--- src/rtl/core/sfcr_pkg.sv ---
`timescale 1ns / 1ps
// Package for the serial frame and code receiver.
// Holds buffer sizing, byte codes, operation and state types, and the status record.
// No dependencies.
package sfcr_pkg;

	localparam int BUF_DEPTH   = 256;
	localparam int CODE_LIMIT  = 128;
	localparam int FRAME_LIMIT = 50;

	localparam int ADDR_W = $clog2(BUF_DEPTH);
	localparam int CNT_W  = $clog2(BUF_DEPTH + 1);

	localparam logic [7:0] BYTE_ACK      = 8'h06;
	localparam logic [7:0] BYTE_STX      = 8'h02;
	localparam logic [7:0] BYTE_ETX      = 8'h03;
	localparam logic [7:0] BYTE_CODE_END = 8'h3C;

	localparam logic [2:0] PADDR_PORT_SEL = 3'd0;

	typedef enum logic [1:0] {
		OP_RX   = 2'd0,
		OP_ARM  = 2'd1,
		OP_IDLE = 2'd2,
		OP_READ = 2'd3
	} op_t;

	typedef enum logic [2:0] {
		ST_IDLE     = 3'd0,
		ST_WAIT_STX = 3'd1,
		ST_LEN_HI   = 3'd2,
		ST_LEN_LO   = 3'd3,
		ST_DATA     = 3'd4,
		ST_CHECK    = 3'd5,
		ST_CODE     = 3'd6
	} rx_state_t;

	typedef struct packed {
		logic             frame_ready;
		logic [CNT_W-1:0] byte_count;
		logic             enq_request;
		logic             code_mode;
		logic             port_select;
		logic [2:0]       receive_state;
	} status_t;

endpackage

--- src/rtl/core/serial_frame_and_code_receiver.sv ---
`timescale 1ns / 1ps
// Top level of the serial frame and code receiver.
// Depends on sfcr_pkg; holds the capture buffer memory and the receive state machine.
//
// Takes one item per clock, back to back, unless result_ready stalls the outputs; each
// accepted item passes the synchronous capture buffer read, then the result register.
// Every stored byte is a single write into the capture buffer at the current count
// (at zero for a new frame or code), so a read issued in the next cycle already sees
// it. The BUF_DEPTH-byte capture buffer needs no clearing after reset; entries at or
// beyond the byte count read as zero. port_select_value sits at APB address 0.
module serial_frame_and_code_receiver
	import sfcr_pkg::*;
(
	input  logic             clk,
	input  logic             arst_n,

	input  logic             psel,
	input  logic             penable,
	input  logic             pwrite,
	input  logic [2:0]       paddr,
	input  logic [31:0]      pwdata,
	output logic [31:0]      prdata,
	output logic             pready,

	input  logic             item_valid,
	output logic             item_ready,
	input  logic [1:0]       operation,
	input  logic [7:0]       rx_byte,
	input  logic [7:0]       read_index,

	output logic             result_valid,
	input  logic             result_ready,
	output logic [7:0]       read_data,
	output logic             frame_ready,
	output logic [CNT_W-1:0] byte_count,
	output logic             enq_request,
	output logic             code_mode,
	output logic             port_select,
	output logic [2:0]       receive_state
);

	logic              port_sel_val_q;
	rx_state_t         state_q, nxt_state;
	logic [CNT_W-1:0]  cnt_q;
	logic              ready_q, code_q, port_q;

	logic [7:0]        cap_mem [BUF_DEPTH];
	logic [7:0]        rd_data_s1;

	logic              s1_valid;
	status_t           stat_s1;
	logic              rd_ok_s1;

	logic              out_valid_q;
	logic [7:0]        out_data_q;
	status_t           out_stat_q;

	logic              accept, do_rx, s1_adv, rd_en;
	op_t               op;
	logic              app_en, wr_fit;
	logic [CNT_W-1:0]  app_base, cnt_app;
	logic [7:0]        app_byte;
	logic              nxt_ready, nxt_code, nxt_port, enq;
	logic [ADDR_W-1:0] rd_addr;
	status_t           nxt_stat;

	// Configuration port
	assign pready = 1'b1;
	assign prdata = (paddr[2] == PADDR_PORT_SEL[2]) ? {31'd0, port_sel_val_q} : 32'd0;

	always_ff @(posedge clk or negedge arst_n) begin
		if (!arst_n) begin
			port_sel_val_q <= 1'b0;
		end else if (psel && penable && pwrite && pready && paddr[2] == PADDR_PORT_SEL[2]) begin
			port_sel_val_q <= pwdata[0];
		end
	end

	// Handshake
	assign s1_adv     = !out_valid_q || result_ready;
	assign item_ready = !s1_valid || s1_adv;
	assign accept     = item_valid && item_ready;
	assign op         = op_t'(operation);
	assign do_rx      = accept && op == OP_RX;
	assign rd_en      = accept && op == OP_READ;
	assign rd_addr    = ADDR_W'(read_index);

	// Byte append and flag update
	always_comb begin
		app_en    = 1'b0;
		app_base  = cnt_q;
		app_byte  = rx_byte;
		nxt_ready = ready_q;
		nxt_code  = code_q;
		nxt_port  = port_q;
		enq       = 1'b0;
		case (op)
			OP_RX: begin
				case (state_q)
					ST_IDLE: begin
						if (rx_byte == BYTE_ACK) begin
							enq = 1'b1;
						end else begin
							nxt_code = 1'b1;
							nxt_port = port_sel_val_q;
							app_base = '0;
							app_en   = 1'b1;
						end
					end
					ST_WAIT_STX: begin
						if (rx_byte == BYTE_STX) begin
							nxt_ready = 1'b0;
							app_base  = '0;
							app_en    = 1'b1;
						end
					end
					ST_LEN_HI, ST_LEN_LO, ST_DATA: begin
						app_en = 1'b1;
					end
					ST_CHECK: begin
						app_en    = 1'b1;
						nxt_ready = 1'b1;
					end
					ST_CODE: begin
						if (cnt_q < CNT_W'(CODE_LIMIT)) begin
							app_en = 1'b1;
							if (rx_byte == BYTE_CODE_END) begin
								nxt_ready = 1'b1;
								app_byte  = 8'd0;
							end
						end else begin
							app_base = '0;
						end
					end
					default: begin
						app_en = 1'b0;
					end
				endcase
			end
			OP_IDLE: begin
				nxt_ready = 1'b0;
			end
			default: begin
				app_en = 1'b0;
			end
		endcase
	end

	assign wr_fit  = app_en && app_base < CNT_W'(BUF_DEPTH);
	assign cnt_app = wr_fit ? app_base + CNT_W'(1) : app_base;

	// Next state
	always_comb begin
		nxt_state = state_q;
		case (op)
			OP_RX: begin
				case (state_q)
					ST_IDLE: begin
						if (rx_byte != BYTE_ACK) begin
							nxt_state = ST_CODE;
						end
					end
					ST_WAIT_STX: begin
						if (rx_byte == BYTE_STX) begin
							nxt_state = ST_LEN_HI;
						end
					end
					ST_LEN_HI: begin
						nxt_state = ST_LEN_LO;
					end
					ST_LEN_LO: begin
						nxt_state = ST_DATA;
					end
					ST_DATA: begin
						if (cnt_app > CNT_W'(FRAME_LIMIT)) begin
							nxt_state = ST_IDLE;
						end else if (rx_byte == BYTE_ETX) begin
							nxt_state = ST_CHECK;
						end
					end
					ST_CHECK: begin
						nxt_state = ST_CHECK;
					end
					ST_CODE: begin
						if (cnt_q >= CNT_W'(CODE_LIMIT)) begin
							nxt_state = ST_IDLE;
						end
					end
					default: begin
						nxt_state = ST_IDLE;
					end
				endcase
			end
			OP_ARM: begin
				nxt_state = ST_WAIT_STX;
			end
			OP_IDLE: begin
				nxt_state = ST_IDLE;
			end
			default: begin
				nxt_state = state_q;
			end
		endcase
	end

	always_ff @(posedge clk or negedge arst_n) begin
		if (!arst_n) begin
			state_q <= ST_IDLE;
			cnt_q   <= '0;
			ready_q <= 1'b0;
			code_q  <= 1'b0;
			port_q  <= 1'b0;
		end else if (accept) begin
			state_q <= nxt_state;
			cnt_q   <= cnt_app;
			ready_q <= nxt_ready;
			code_q  <= nxt_code;
			port_q  <= nxt_port;
		end
	end

	// Capture buffer
	always_ff @(posedge clk) begin
		if (do_rx && wr_fit) begin
			cap_mem[app_base[ADDR_W-1:0]] <= app_byte;
		end
		if (rd_en) begin
			rd_data_s1 <= cap_mem[rd_addr];
		end
	end

	always_comb begin
		nxt_stat.frame_ready   = nxt_ready;
		nxt_stat.byte_count    = cnt_app;
		nxt_stat.enq_request   = enq;
		nxt_stat.code_mode     = nxt_code;
		nxt_stat.port_select   = nxt_port;
		nxt_stat.receive_state = nxt_state;
	end

	// Stage 1: buffer read in flight
	always_ff @(posedge clk or negedge arst_n) begin
		if (!arst_n) begin
			s1_valid <= 1'b0;
		end else if (item_ready) begin
			s1_valid <= item_valid;
		end
	end

	always_ff @(posedge clk) begin
		if (accept) begin
			stat_s1  <= nxt_stat;
			rd_ok_s1 <= op == OP_READ && CNT_W'(read_index) < cnt_q;
		end
	end

	// Result register
	always_ff @(posedge clk or negedge arst_n) begin
		if (!arst_n) begin
			out_valid_q <= 1'b0;
		end else if (s1_adv) begin
			out_valid_q <= s1_valid;
		end
	end

	always_ff @(posedge clk) begin
		if (s1_adv && s1_valid) begin
			out_stat_q <= stat_s1;
			out_data_q <= rd_ok_s1 ? rd_data_s1 : 8'd0;
		end
	end

	assign result_valid  = out_valid_q;
	assign read_data     = out_data_q;
	assign frame_ready   = out_stat_q.frame_ready;
	assign byte_count    = out_stat_q.byte_count;
	assign enq_request   = out_stat_q.enq_request;
	assign code_mode     = out_stat_q.code_mode;
	assign port_select   = out_stat_q.port_select;
	assign receive_state = out_stat_q.receive_state;

	a_cnt_bound: assert property (@(posedge clk) disable iff (!arst_n)
		cnt_q <= CNT_W'(BUF_DEPTH))
		else $error("byte count above buffer depth");

	a_wr_on_accept: assert property (@(posedge clk) disable iff (!arst_n)
		(do_rx && wr_fit) |-> (item_valid && item_ready && op == OP_RX))
		else $error("buffer write without an accepted beat");

	a_code_flag: assert property (@(posedge clk) disable iff (!arst_n)
		state_q == ST_CODE |-> code_q)
		else $error("code capture state without code flag");

	a_enq_idle: assert property (@(posedge clk) disable iff (!arst_n)
		(result_valid && enq_request) |-> receive_state == ST_IDLE)
		else $error("enquiry request outside idle");

	a_empty_read: assert property (@(posedge clk) disable iff (!arst_n)
		(result_valid && byte_count == '0) |-> read_data == 8'd0)
		else $error("nonzero read data from empty buffer");

endmodule
--- config.mk ---
export PLATFORM = sky130hd
export DESIGN_NAME = serial_frame_and_code_receiver
export DESIGN_NICKNAME = d
export VERILOG_FILES = /design/src/rtl/core/sfcr_pkg.sv /design/src/rtl/core/serial_frame_and_code_receiver.sv
export SDC_FILE = /design/constraint.sdc
export NUM_CORES = 2
export LEC_CHECK = 0
export BUFFER_PORTS_ARGS = -buffer_cell sky130_fd_sc_hd__buf_2
export CAP_MARGIN = 20
export CORE_MARGIN = 8
export CORE_UTILIZATION = 50
export DETAILED_ROUTE_END_ITERATION = 8
export HOLD_SLACK_MARGIN = 0.05
export PLACE_DENSITY = 0.65
export SYNTH_ARGS = -nofsm -noshare
export SYNTH_HDL_FRONTEND = slang
export SYNTH_SLANG_ARGS = --single-unit
--- constraint.sdc ---
create_clock -name clk -period 5.75 [get_ports clk]
set_input_delay 1.4375 -clock clk [delete_from_list [all_inputs] [get_ports clk]]
set_output_delay 1.4375 -clock clk [all_outputs]
set_load 0.01 [all_outputs]
==> flow_metrics.tcl <==
set metrics [dict create \
    status "complete, no violations" \
    holdBufCountCts 0 \
    crit_path_start_kind "primary input" \
    critical_path.max_stage_delay_ns 0.86 \
    clk_latency_ns 0.84 \
    cts.clk_slew.worst_paths_ns 0.06 \
    rows 149 \
    power.leakage_uw 0.02889 \
    io_buffers 53 \
    synth_edf_count 2097 \
    ios 119 \
    async_flop_share_pct 0.8511 \
    synth_seq_cells 2115 \
    numCtsBuffers 205 \
    ys.flop_type "edfxtp_1" \
    root_buffer "clkbuf_16" \
    synth.avg_cell_area_sq_um 23.35 \
    antenna_found_initial 9 \
    slew_headroom_pct 27.68 \
    initial_utilization_pct 50.09 \
    vias 37450 \
    endpoint_kind "flip-flop" \
    rsz0062_at_grt "false" \
    critPathTopFamily "simple AND/OR/NAND/NOR gates" \
    fill_cells 11718 \
    max-clock-path-buffers 3 \
    seq_area_frac_synth_pct 77.09 \
    finalWeightedCongestion 0.8014 \
    ant_nets 0 \
    vias_per_cell 6.090 \
    drc_errors 0 \
    fin_area_sq_um 93030 \
    ys_warn_count 0 \
    drive_gt1_share_pct 31.52 \
    power_per_cell_area_nw_per_um2 346.2 \
    power_uw 32210 \
    track_usage_pct 20.65 \
    grt_overflow 0 \
    post-route-min-period_ns 5.178 \
    nets 3860 \
    tightest_slew_ns 1.085 \
    syn_area_sq_um 82270 \
    netlist_instances 3524 \
    cp_slowest_cell "nor2_1" \
    grt_pass1_vias 37988 \
    dieArea_sq_um 177800 \
    finClkSkew_ns 0.04516 \
    crit_chain "buf_8 -> nor3_1 -> nand3_1 -> a31oi_2 -> buf_4 -> nor2_1 -> buf_4 -> nor3_1 -> nand2_1 -> nor2_1" \
    wl_per_cell_um 30.12 \
    period_share_pct 90.05 \
    path_buf_inv 3 \
    setup.worst_path.class "in2reg" \
    drtIter0Drc 4273 \
    die_w_um 421.6 \
    clock_sinks 2115 \
    cp_data_required_time_ns 6.21 \
    cts_resized 0 \
    cap_violations 0 \
    cts_setup_buffers 0 \
    post-dp-hpwl_um 112700 \
    fmax_mhz 193.1 \
    ys_top_cells_by_area "edfxtp_1, mux4_2, nor2_1, clkbuf_1, dfrtp_1" \
    ys_types 57 \
    final_util_pct 56.64 \
    slew_viol_final 0 \
    tritoncts "built" \
    hold_viol 0 \
    grt_pass1_wl_um 269900 \
    core_sq_um 164200 \
    setup_viol 0 \
    wirelength_um 185200 \
    place_area_sq_um 86470 \
    drt_pass1_iterations 5 \
    post-synth-top-area-cell "edfxtp_1" \
    cp.arrival_ns 5.64 \
    htreeDepth 4 \
    worst-path-max-fanout 16 \
    ir_drop_mv 0.4065 \
    die_h_um 421.6 \
    syn2layout_area_growth_pct 13.08 \
    grt_max_degree 197 \
    synth_top_area_share_pct 76.54 \
    hp-class "reg2reg" \
]
[worst paths after layout]
kind	startpoint	to	slack, ns	cells after the start
min	stat_s1[6]$_DFFE_PP_	byte_count[0]$_DFFE_PP_	0.40	0
max in group asynchronous	arst_n	cnt_q[0]$_DFFE_PN0P_	4.84	1
max reg2reg	state_q[1]$_DFFE_PN0P_	cap_mem[95][3]$_DFFE_PP_	0.82	7
min reg2reg	stat_s1[6]$_DFFE_PP_	byte_count[0]$_DFFE_PP_	0.40	0
max	rx_byte[7]	cap_mem[95][3]$_DFFE_PP_	0.57	10
min in group asynchronous	arst_n	port_sel_val_q$_DFFE_PN0P_	0.55	1
[routing by layer]
metal	GRT usage [%]	up-vias	share of wire, %
met3	3.690	297	7.7
met4	5.930	0	2.9
li1	-	15430	-
met1	30.11	20191	41
met5	0	-	0
met2	32.49	1532	48
[per-stage QoR]
stage          hold WS, ns  setup WS (ns)  instances  TNS (ns)
3_3_place_gp        0.4013       -0.07643       5771    -3.915
3_5_place_dp        0.4045        -0.1624       5771    -14.36
2_1_floorplan       0.4003          1.026       3554         0
4_1_cts             0.4070         0.7279       6145         0
6_report            0.4020         0.5722       6149         0
5_1_grt             0.4212         0.3827       6146         0
[synth_stat cells, types with 3 or more instances]
master    instances
a21o_1            7
a21oi_1          12
a31oi_1           3
and2_1           18
and3_1            9
buf_1            14
buf_2            61
buf_4            34
clkbuf_1        125
dfrtp_1          18
edfxtp_1       2097
ha_1             11
inv_1            16
mux2_2            6
mux4_2          680
nand2_1          40
nand2_2           4
nand2b_1          6
nand3_1          11
nand4_1           4
nand4b_1          3
nor2_1          270
nor3_1           12
nor4_1            3
o21ai_0          13
o31ai_1           3
or2_2             3
xnor2_1           7
[where the power goes]
group / leakage (uW) / total [uW] / internal (uW) / switching [uW]
combinational: 0.00661 / 1980 / 781 / 1200
sequential: 0.0191 / 17100 / 17000 / 86.7
clock: 0.00317 / 13100 / 7400 / 5700
[state kept, by name (all words and copies together), names as in the netlist, 3 cells and up]
register and cells:
byte_count 9, stat_s1 16, receive_state 3, rd_data_s1 8, read_data 8, state_q 3
cnt_q 9, cap_mem 2048
[cell families (layout without fill, tap and decap cells)]
kind of cell / Yosys count / in the layout / share of synthesized area [%]
adder cells (fa/ha/maj): 11 / 11 / 0.1673
AO/OA/AOI/OAI: 55 / 55 / 0.4532
other: 2 / 36 / 0.009129
XOR/XNOR: 8 / 8 / 0.08517
flip-flops: 2115 / 2115 / 77.09
buffers and inverters: 251 / 653 / 1.402
AND/OR/NAND/NOR: 396 / 396 / 2.096
multiplexers: 686 / 686 / 18.70
[cells in the final DEF (no fill, tap or decap), drive strengths merged, types with 18 or more instances in the layout]
cell type	n
and2	18
buf	263
bufinv	18
clkbuf	249
clkinv	98
conb	32
dfrtp	18
edfxtp	2097
inv	18
mux4	680
nand2	44
nor2	270
[layout make-up]
cell class | count | area, sq um | area share, %
multi-input combinational | 1188 | 17820 | 19.15
clock inverter | 125 | 1237 | 1.330
sequential | 2115 | 63420 | 68.17
timing repair buffer | 263 | 2431 | 2.613
antenna | 4 | 10.01 | 0.01076
tap | 2189 | 2739 | 2.944
inverter | 16 | 60.06 | 0.06456
clock buffer | 249 | 5316 | 5.714
[worst reg2reg max path, delay by kind of cell (launching register included)]
family,cells,cell delay [ns]
flops,1,0.65
buf+inv,1,0.24
simple gates,6,3.66
Note: power is estimated with default switching activity, not from simulation.
